$ cat src/rtl/prtt_pkg.sv
// Shared types and constants for the pending request tag table.
// No dependencies; used by the core, the slot store and the sequencer.
package prtt_pkg;

    // Operation codes carried on the func field
    localparam logic [1:0] FUNC_ALLOC   = 2'd0;
    localparam logic [1:0] FUNC_MATCH   = 2'd1;
    localparam logic [1:0] FUNC_RELEASE = 2'd2;
    localparam logic [1:0] FUNC_READ    = 2'd3;

    localparam int          TAG_W    = 32;
    localparam int          ID_W     = 31;
    localparam int          SLOT_W   = 3;
    localparam logic [30:0] ID_FIRST = 31'd1;

    // Sequencer states
    typedef enum logic [2:0] {
        ST_IDLE,
        ST_SCAN,
        ST_WRITE,
        ST_FETCH,
        ST_CAPT,
        ST_RESP
    } state_t;

    // Write controls from the sequencer to the slot store
    typedef struct packed {
        logic wr_en;   // write tag, dst, src and size at wr_addr, mark slot busy
        logic clr_en;  // free the slot at wr_addr
    } store_ctl_t;

endpackage

$ cat src/rtl/pending_request_tag_table_core.sv
// Pending request tag table: SLOTS slots of outstanding requests. Allocate
// claims the lowest free slot with the rolling 31-bit id, match overwrites the
// lowest slot whose tag equals the returned tag masked to 31 bits, release
// frees a slot and read reports it; each request gives exactly one result.
// One request is in the block at a time: s_ready is high only while idle and
// drops from acceptance until the result transfer. Allocate and match scan the
// tag memory one slot per cycle through its single read port and a shared
// comparator; a hit goes through the write state to the result, and a full
// table or missing tag gives the result after the last compare. In-range
// release and read go through fetch and capture. No clearing pass after reset.
// Depends on prtt_pkg, prtt_store and prtt_seq.
module pending_request_tag_table_core #(
    parameter int SLOTS = 8
) (
    input  logic        aclk,
    input  logic        aresetn,
    input  logic        s_valid,
    output logic        s_ready,
    input  logic [1:0]  s_func,
    input  logic [2:0]  s_slot,
    input  logic [31:0] s_tag_in,
    input  logic [31:0] s_dst_in,
    input  logic [31:0] s_src_in,
    input  logic [31:0] s_size_in,
    output logic        m_valid,
    input  logic        m_ready,
    output logic        m_ok,
    output logic [2:0]  m_slot_out,
    output logic [31:0] m_entry_tag,
    output logic [31:0] m_entry_dst,
    output logic [31:0] m_entry_src,
    output logic [31:0] m_entry_size
);

    localparam int AW = $clog2(SLOTS);

    prtt_pkg::store_ctl_t       ctl;
    logic [AW-1:0]              wr_addr;
    logic [AW-1:0]              rd_addr;
    logic [prtt_pkg::TAG_W-1:0] wr_tag;
    logic [prtt_pkg::TAG_W-1:0] rd_tag;
    logic [31:0]                wr_dst, wr_src, wr_size;
    logic [31:0]                rd_dst, rd_src, rd_size;

    // Sequencer with shared tag comparator
    prtt_seq #(
        .SLOTS (SLOTS),
        .AW    (AW)
    ) u_seq (
        .aclk         (aclk),
        .aresetn      (aresetn),
        .s_valid      (s_valid),
        .s_ready      (s_ready),
        .s_func       (s_func),
        .s_slot       (s_slot),
        .s_tag_in     (s_tag_in),
        .s_dst_in     (s_dst_in),
        .s_src_in     (s_src_in),
        .s_size_in    (s_size_in),
        .m_valid      (m_valid),
        .m_ready      (m_ready),
        .m_ok         (m_ok),
        .m_slot_out   (m_slot_out),
        .m_entry_tag  (m_entry_tag),
        .m_entry_dst  (m_entry_dst),
        .m_entry_src  (m_entry_src),
        .m_entry_size (m_entry_size),
        .ctl          (ctl),
        .wr_addr      (wr_addr),
        .wr_tag       (wr_tag),
        .wr_dst       (wr_dst),
        .wr_src       (wr_src),
        .wr_size      (wr_size),
        .rd_addr      (rd_addr),
        .rd_tag       (rd_tag),
        .rd_dst       (rd_dst),
        .rd_src       (rd_src),
        .rd_size      (rd_size)
    );

    // Slot memories; payload words written from the captured request
    prtt_store #(
        .SLOTS (SLOTS),
        .AW    (AW)
    ) u_store (
        .aclk    (aclk),
        .aresetn (aresetn),
        .ctl     (ctl),
        .wr_addr (wr_addr),
        .wr_tag  (wr_tag),
        .wr_dst  (wr_dst),
        .wr_src  (wr_src),
        .wr_size (wr_size),
        .rd_addr (rd_addr),
        .rd_tag  (rd_tag),
        .rd_dst  (rd_dst),
        .rd_src  (rd_src),
        .rd_size (rd_size)
    );

endmodule

$ cat src/rtl/prtt_store.sv
// Slot store: tag, dst, src and size memories with one write and one read port.
// Tag entries carry a busy bit so that a slot never written reads as free.
// Depends on prtt_pkg.
module prtt_store #(
    parameter int SLOTS = 8,
    parameter int AW    = 3
) (
    input  logic                       aclk,
    input  logic                       aresetn,
    input  prtt_pkg::store_ctl_t       ctl,
    input  logic [AW-1:0]              wr_addr,
    input  logic [prtt_pkg::TAG_W-1:0] wr_tag,
    input  logic [31:0]                wr_dst,
    input  logic [31:0]                wr_src,
    input  logic [31:0]                wr_size,
    input  logic [AW-1:0]              rd_addr,
    output logic [prtt_pkg::TAG_W-1:0] rd_tag,
    output logic [31:0]                rd_dst,
    output logic [31:0]                rd_src,
    output logic [31:0]                rd_size
);

    logic [prtt_pkg::TAG_W-1:0] tag_mem  [SLOTS];
    logic [31:0]                dst_mem  [SLOTS];
    logic [31:0]                src_mem  [SLOTS];
    logic [31:0]                size_mem [SLOTS];
    logic [SLOTS-1:0]           busy_reg;
    logic                       busy_q_reg;
    logic [prtt_pkg::TAG_W-1:0] tag_q_reg;

    // Write and registered read of the payload memories
    always_ff @(posedge aclk) begin
        if (ctl.wr_en) begin
            tag_mem[wr_addr]  <= wr_tag;
            dst_mem[wr_addr]  <= wr_dst;
            src_mem[wr_addr]  <= wr_src;
            size_mem[wr_addr] <= wr_size;
        end
        tag_q_reg <= tag_mem[rd_addr];
        rd_dst    <= dst_mem[rd_addr];
        rd_src    <= src_mem[rd_addr];
        rd_size   <= size_mem[rd_addr];
    end

    // Track busy slots; reset frees them all
    always_ff @(posedge aclk) begin
        if (!aresetn) begin
            busy_reg   <= '0;
            busy_q_reg <= 1'b0;
        end else begin
            if (ctl.wr_en) begin
                busy_reg[wr_addr] <= 1'b1;
            end else if (ctl.clr_en) begin
                busy_reg[wr_addr] <= 1'b0;
            end
            busy_q_reg <= busy_reg[rd_addr];
        end
    end

    // A free slot reads as a zero tag
    assign rd_tag = busy_q_reg ? tag_q_reg : '0;

endmodule

$ cat src/rtl/prtt_seq.sv
// Sequencer: takes one request, scans the tag store one slot per cycle through
// a shared comparator, updates the hit slot and holds the result.
// Depends on prtt_pkg.
module prtt_seq #(
    parameter int SLOTS = 8,
    parameter int AW    = 3
) (
    input  logic                       aclk,
    input  logic                       aresetn,
    // request side
    input  logic                       s_valid,
    output logic                       s_ready,
    input  logic [1:0]                 s_func,
    input  logic [2:0]                 s_slot,
    input  logic [31:0]                s_tag_in,
    input  logic [31:0]                s_dst_in,
    input  logic [31:0]                s_src_in,
    input  logic [31:0]                s_size_in,
    // result side
    output logic                       m_valid,
    input  logic                       m_ready,
    output logic                       m_ok,
    output logic [2:0]                 m_slot_out,
    output logic [31:0]                m_entry_tag,
    output logic [31:0]                m_entry_dst,
    output logic [31:0]                m_entry_src,
    output logic [31:0]                m_entry_size,
    // store side
    output prtt_pkg::store_ctl_t       ctl,
    output logic [AW-1:0]              wr_addr,
    output logic [prtt_pkg::TAG_W-1:0] wr_tag,
    output logic [31:0]                wr_dst,
    output logic [31:0]                wr_src,
    output logic [31:0]                wr_size,
    output logic [AW-1:0]              rd_addr,
    input  logic [prtt_pkg::TAG_W-1:0] rd_tag,
    input  logic [31:0]                rd_dst,
    input  logic [31:0]                rd_src,
    input  logic [31:0]                rd_size
);

    localparam logic [AW:0] SCAN_END = (AW + 1)'(SLOTS);

    prtt_pkg::state_t          state_reg, state_next;
    logic [1:0]                func_reg;
    logic [AW-1:0]             addr_reg;
    logic [31:0]               tag_reg, dst_reg, src_reg, size_reg;
    logic [31:0]               key_reg;
    logic [prtt_pkg::ID_W-1:0] id_reg, id_next, id_inc;
    logic [AW:0]               idx_reg, idx_next;
    logic                      pend_reg, pend_next;
    logic [AW-1:0]             cmp_idx_reg, cmp_idx_next;
    logic [AW-1:0]             hit_idx_reg, hit_idx_next;
    logic                      hit;
    logic                      accept;
    logic                      res_ok_reg, res_ok_next;
    logic [2:0]                res_slot_reg, res_slot_next;
    logic [31:0]               res_tag_reg, res_tag_next;
    logic [31:0]               res_dst_reg, res_dst_next;
    logic [31:0]               res_src_reg, res_src_next;
    logic [31:0]               res_size_reg, res_size_next;

    assign accept = s_valid && s_ready;
    assign hit    = pend_reg && (rd_tag == key_reg);

    // Payload words go to the store from the captured request
    assign wr_dst  = dst_reg;
    assign wr_src  = src_reg;
    assign wr_size = size_reg;

    // Next id: increment modulo 2^31, skip zero
    assign id_inc = id_reg + 1'b1;

    // Next state
    always_comb begin
        state_next = state_reg;
        unique case (state_reg)
            prtt_pkg::ST_IDLE: begin
                if (s_valid) begin
                    if (s_func == prtt_pkg::FUNC_ALLOC || s_func == prtt_pkg::FUNC_MATCH) begin
                        state_next = prtt_pkg::ST_SCAN;
                    end else if (32'(s_slot) < SLOTS) begin
                        state_next = prtt_pkg::ST_FETCH;
                    end else begin
                        state_next = prtt_pkg::ST_RESP;
                    end
                end
            end
            prtt_pkg::ST_SCAN: begin
                if (hit) begin
                    state_next = prtt_pkg::ST_WRITE;
                end else if (idx_reg == SCAN_END) begin
                    state_next = prtt_pkg::ST_RESP;
                end
            end
            prtt_pkg::ST_WRITE: state_next = prtt_pkg::ST_RESP;
            prtt_pkg::ST_FETCH: state_next = prtt_pkg::ST_CAPT;
            prtt_pkg::ST_CAPT:  state_next = prtt_pkg::ST_RESP;
            prtt_pkg::ST_RESP: begin
                if (m_ready) begin
                    state_next = prtt_pkg::ST_IDLE;
                end
            end
            default: state_next = prtt_pkg::ST_IDLE;
        endcase
    end

    // Outputs and datapath updates
    always_comb begin
        s_ready       = 1'b0;
        m_valid       = 1'b0;
        ctl           = '0;
        wr_addr       = hit_idx_reg;
        wr_tag        = (func_reg == prtt_pkg::FUNC_ALLOC) ? {1'b0, id_reg} : tag_reg;
        rd_addr       = addr_reg;
        id_next       = id_reg;
        idx_next      = idx_reg;
        pend_next     = pend_reg;
        cmp_idx_next  = cmp_idx_reg;
        hit_idx_next  = hit_idx_reg;
        res_ok_next   = res_ok_reg;
        res_slot_next = res_slot_reg;
        res_tag_next  = res_tag_reg;
        res_dst_next  = res_dst_reg;
        res_src_next  = res_src_reg;
        res_size_next = res_size_reg;
        unique case (state_reg)
            prtt_pkg::ST_IDLE: begin
                s_ready = 1'b1;
                if (accept) begin
                    // start from an empty result; a miss leaves it so
                    idx_next      = '0;
                    pend_next     = 1'b0;
                    res_ok_next   = 1'b0;
                    res_slot_next = '0;
                    res_tag_next  = '0;
                    res_dst_next  = '0;
                    res_src_next  = '0;
                    res_size_next = '0;
                end
            end
            prtt_pkg::ST_SCAN: begin
                rd_addr = idx_reg[AW-1:0];
                if (hit) begin
                    hit_idx_next = cmp_idx_reg;
                end else if (idx_reg != SCAN_END) begin
                    // issue the next slot, compare it once its registered tag returns
                    pend_next    = 1'b1;
                    cmp_idx_next = idx_reg[AW-1:0];
                    idx_next     = idx_reg + 1'b1;
                end
            end
            prtt_pkg::ST_WRITE: begin
                ctl.wr_en     = 1'b1;
                res_ok_next   = 1'b1;
                res_slot_next = 3'(hit_idx_reg);
                res_tag_next  = wr_tag;
                res_dst_next  = dst_reg;
                res_src_next  = src_reg;
                res_size_next = size_reg;
                if (func_reg == prtt_pkg::FUNC_ALLOC) begin
                    id_next = (id_inc == '0) ? prtt_pkg::ID_FIRST : id_inc;
                end
            end
            prtt_pkg::ST_FETCH: begin
                rd_addr = addr_reg;
            end
            prtt_pkg::ST_CAPT: begin
                wr_addr       = addr_reg;
                ctl.clr_en    = (func_reg == prtt_pkg::FUNC_RELEASE);
                res_ok_next   = 1'b1;
                res_slot_next = 3'(addr_reg);
                res_tag_next  = (func_reg == prtt_pkg::FUNC_RELEASE) ? '0 : rd_tag;
                res_dst_next  = rd_dst;
                res_src_next  = rd_src;
                res_size_next = rd_size;
            end
            prtt_pkg::ST_RESP: begin
                m_valid = 1'b1;
            end
            default: begin
                s_ready = 1'b0;
            end
        endcase
    end

    assign m_ok         = res_ok_reg;
    assign m_slot_out   = res_slot_reg;
    assign m_entry_tag  = res_tag_reg;
    assign m_entry_dst  = res_dst_reg;
    assign m_entry_src  = res_src_reg;
    assign m_entry_size = res_size_reg;

    // Control state
    always_ff @(posedge aclk) begin
        if (!aresetn) begin
            state_reg <= prtt_pkg::ST_IDLE;
            id_reg    <= prtt_pkg::ID_FIRST;
            pend_reg  <= 1'b0;
            idx_reg   <= '0;
        end else begin
            state_reg <= state_next;
            id_reg    <= id_next;
            pend_reg  <= pend_next;
            idx_reg   <= idx_next;
        end
    end

    // Request capture and result payload
    always_ff @(posedge aclk) begin
        if (accept) begin
            func_reg <= s_func;
            addr_reg <= AW'(s_slot);
            tag_reg  <= s_tag_in;
            dst_reg  <= s_dst_in;
            src_reg  <= s_src_in;
            size_reg <= s_size_in;
            key_reg  <= (s_func == prtt_pkg::FUNC_ALLOC) ? '0 : {1'b0, s_tag_in[30:0]};
        end
        cmp_idx_reg  <= cmp_idx_next;
        hit_idx_reg  <= hit_idx_next;
        res_ok_reg   <= res_ok_next;
        res_slot_reg <= res_slot_next;
        res_tag_reg  <= res_tag_next;
        res_dst_reg  <= res_dst_next;
        res_src_reg  <= res_src_next;
        res_size_reg <= res_size_next;
    end

endmodule

$ cat config.mk
export PLATFORM = sky130hd
export DESIGN_NAME = pending_request_tag_table_core
export DESIGN_NICKNAME = d
export VERILOG_FILES = /design/src/rtl/prtt_pkg.sv /design/src/rtl/pending_request_tag_table_core.sv /design/src/rtl/prtt_store.sv /design/src/rtl/prtt_seq.sv
export SDC_FILE = /design/constraint.sdc
export NUM_CORES = 1
export LEC_CHECK = 0
export BUFFER_PORTS_ARGS = -buffer_cell sky130_fd_sc_hd__buf_2
export CAP_MARGIN = 10
export CORE_MARGIN = 8
export CORE_UTILIZATION = 65
export CTS_BUF_LIST = sky130_fd_sc_hd__clkbuf_4
export DETAILED_ROUTE_END_ITERATION = 10
export PLACE_DENSITY_LB_ADDON = 0.05
export SLEW_MARGIN = 20
export SYNTH_ARGS = -nofsm -noshare
export SYNTH_HDL_FRONTEND = slang
export SYNTH_SLANG_ARGS = --single-unit
$ cat constraint.sdc
create_clock -name aclk -period 31.7 [get_ports aclk]
set_clock_uncertainty 0.05 [all_clocks]
set_input_delay 6.34 -clock aclk [delete_from_list [all_inputs] [get_ports aclk]]
set_output_delay 6.34 -clock aclk [all_outputs]
set_load 0.005 [all_outputs]
==> flow_summary.json <==
{
  "status": "completed",
  "yosys.cell_count.top_type": "edfxtp_1",
  "grt_pass1_wl_microns": 200200,
  "ys.warnings.count": 0,
  "gp_congestion": 0.9362,
  "grt_overflow": 0,
  "fin_util": 0.7329,
  "ant_nets": 0,
  "syn_area_sq_mm": 0.05727,
  "cts_resized": 0,
  "clkTransAtPathRegs_ns": 0.06,
  "crit_type": "flip-flop to primary output",
  "syn_nets": 4481,
  "yosysTopAreaCellShare": 0.6952,
  "path_delay_family": "flip-flops",
  "setup_violations": 0,
  "hold_viol_final": 0,
  "drive_gt1_frac": 0.1994,
  "die_w_microns": 312.8,
  "slew_violations": 0,
  "max_freq_ghz": 0.1155,
  "drcViolationCount": 0,
  "slew_headroom": 0.1410,
  "hold_buffers": 0,
  "track_usage": 0.2637,
  "antenna_found_initial": 2,
  "portBuffers": 270,
  "grt_pass1_vias": 35524,
  "wirelength_microns": 132300,
  "post_cts_buffers": 0,
  "rows": 109,
  "synth-edff-count": 1326,
  "powerDensity_mw_per_mm2": 76.08,
  "die_h_microns": 312.8,
  "min_path_type": "flip-flop to flip-flop",
  "clock-sinks": 1502,
  "syn_area_per_cell_sq_um": 13.19,
  "clk_latency_ns": 1.19,
  "pin_count": 271,
  "drt_pass1_iterations": 6,
  "cts-root-buf": "clkbuf_4",
  "leakagePower_nw": 23.81,
  "tightest_slew_ns": 1.289,
  "synth_cell_types": 70,
  "routed_via_density": 5.800,
  "rsz0062_at_grt": "no",
  "numCtsBuffers": 376,
  "grt_max_degree": 235,
  "post-route-min-period_ns": 8.657,
  "areaGrowthSynthToFinish_pct": 12.39,
  "synth-seq-area-share": 0.7567,
  "cp_cell_sequence": "inv_1, nor3b_1, buf_2",
  "synth_area_leader_cell": "edfxtp_1",
  "critPathMaxFanout": 10,
  "critPathLaunchType": "flip-flop",
  "synth_area_leaders": "edfxtp_1 70%, nand2_1 7.8%, dfxtp_1 6.2%",
  "drv_cap": 0,
  "irDropWorstVdd_mv": 0.05585,
  "drt-initial-drc-count": 3278,
  "finalCritPeriodShare": 0.2731,
  "cp.arrival_ns": 2.27,
  "vias": 36102,
  "initial_utilization": 0.6521,
  "critPathSlowestCell": "dfxtp_1",
  "design.final.nets": 4912,
  "routedWlPerCell_microns": 21.25,
  "synth_common_cells": "1326 x edfxtp_1, 1194 x nand2_1, 672 x nand3_1",
  "die-area_sq_mm": 0.09787,
  "ys.flop_type": "edfxtp_1",
  "yosys_register_bits": 1502,
  "core_sq_mm": 0.08783,
  "htree_levels": 5,
  "synth-async-reset-ratio": 0,
  "cts_tree": "yes",
  "timing.critical_path.buf_inv": 2,
  "cts_buffer_depth": 4,
  "critPathCaptureType": "primary output",
  "setup_tns_ns": 0,
  "critPathRequiredTime_ns": 25.31,
  "syn_inst": 4341,
  "slowest_delay_ns": 0.58,
  "place_hpwl_microns": 67310
}
-- per-layer routing --
metal	vias to the layer above	global-route usage	routed length, microns
li1	16798	-	-
met1	17638	0.3347	52100
met2	1429	0.4465	66840
met3	237	0.04946	9184
met4	0	0.1139	4132
met5	-	0	0
-- logic make-up after synthesis --
logic type,share of synthesized area
AO/OA/AOI/OAI,0.04229
AND/OR/NAND/NOR,0.1630
multiplexers,0.007384
buffers and inverters,0.02257
flip-flops,0.7567
XOR/XNOR,0.007340
adder cells (fa/ha/maj),0.0006554
-- cells in the final DEF (no fill, tap or decap), types with 6 or more instances in the layout --
cell / netlist / routed
nor2b_1: 43 / 43
and2_1: 10 / 10
nor2_1: 64 / 58
buf_4: 2 / 38
nor3_2: 1 / 6
a31oi_1: 12 / 12
nor3b_1: 6 / 6
dfxtp_1: 176 / 176
mux2_2: 31 / 31
xor2_1: 20 / 20
buf_2: 102 / 270
a21oi_1: 10 / 9
nand4b_1: 6 / 6
o21a_1: 23 / 23
inv_2: 1 / 6
o21ai_1: 131 / 131
clkbuf_4: 0 / 596
nor4_1: 12 / 12
o22ai_1: 12 / 12
nand4_1: 18 / 18
nand2b_1: 16 / 16
buf_12: 0 / 8
diode_2: 0 / 8
nor3_1: 28 / 23
and3_1: 7 / 7
inv_1: 21 / 20
nand3_1: 672 / 672
bufinv_16: 0 / 6
o21ai_0: 10 / 10
nand2_1: 1194 / 1194
clkinv_1: 1 / 41
a22o_1: 127 / 127
clkinv_2: 0 / 8
xnor2_1: 28 / 28
edfxtp_1: 1326 / 1326
-- final timing paths --
kind / start / to / slack, ns / cells past startpoint
worst max-delay path: u_seq.state_reg[2]$_SDFFE_PN0P_ / m_valid / 23.04 / 3
worst min-delay path: u_seq.cmp_idx_reg[2]$_DFFE_PP_ / u_seq.hit_idx_reg[2]$_DFFE_PP_ / 0.36 / 0
worst max register to register: u_seq.state_reg[2]$_SDFFE_PN0P_ / u_store.src_mem[6][23]$_DFFE_PP_ / 26.46 / 7
worst min register to register: u_seq.cmp_idx_reg[2]$_DFFE_PP_ / u_seq.hit_idx_reg[2]$_DFFE_PP_ / 0.36 / 0
-- worst register-to-register path, stage by stage (launching register included) --
cell and delay [ns]:
dfxtp_1 0.58, inv_1 0.15, nor3_2 0.25, buf_4 0.59
a31oi_1 0.40, nor2_4 0.93, buf_4 0.84, buf_4 0.99
-- where the power goes --
| group | switching (mW) | leakage (nW) | internal, mW |
|---|---|---|---|
| Clock | 0.723 | 2.95 | 0.896 |
| Combinational | 0.519 | 7.23 | 0.239 |
| Sequential | 0.125 | 13.6 | 2.40 |
-- area by class of cell --
| cell class | count | area, sq um |
|---|---|---|
| fillers | 5865 | 23460 |
| repair buffers | 316 | 1797 |
| clock buffers | 596 | 4474 |
| diodes | 8 | 20.02 |
| multi-input cells | 2553 | 12780 |
| inverters | 23 | 93.84 |
| well taps | 1165 | 1458 |
| clock inverters | 61 | 405.4 |
| flip-flops and latches | 1502 | 43340 |
-- through the flow --
stage / setup WS (ns) / instances / power [mW] / hold slack, ns / cell area, sq um
after CTS: 22.92 / 6216 / 4.938 / 0.3663 / 64350
final: 23.04 / 6224 / 4.897 / 0.3648 / 64370
after global placement: 22.94 / 5559 / 3.304 / 0.3509 / 59470
after detailed placement: 22.90 / 5559 / 3.321 / 0.3575 / 59470
after global routing: 22.82 / 6222 / 5.127 / 0.3875 / 64370
after floorplan: 14.71 / 4341 / 3.045 / 0.3503 / 57270
(Power assumes the default switching activity.)
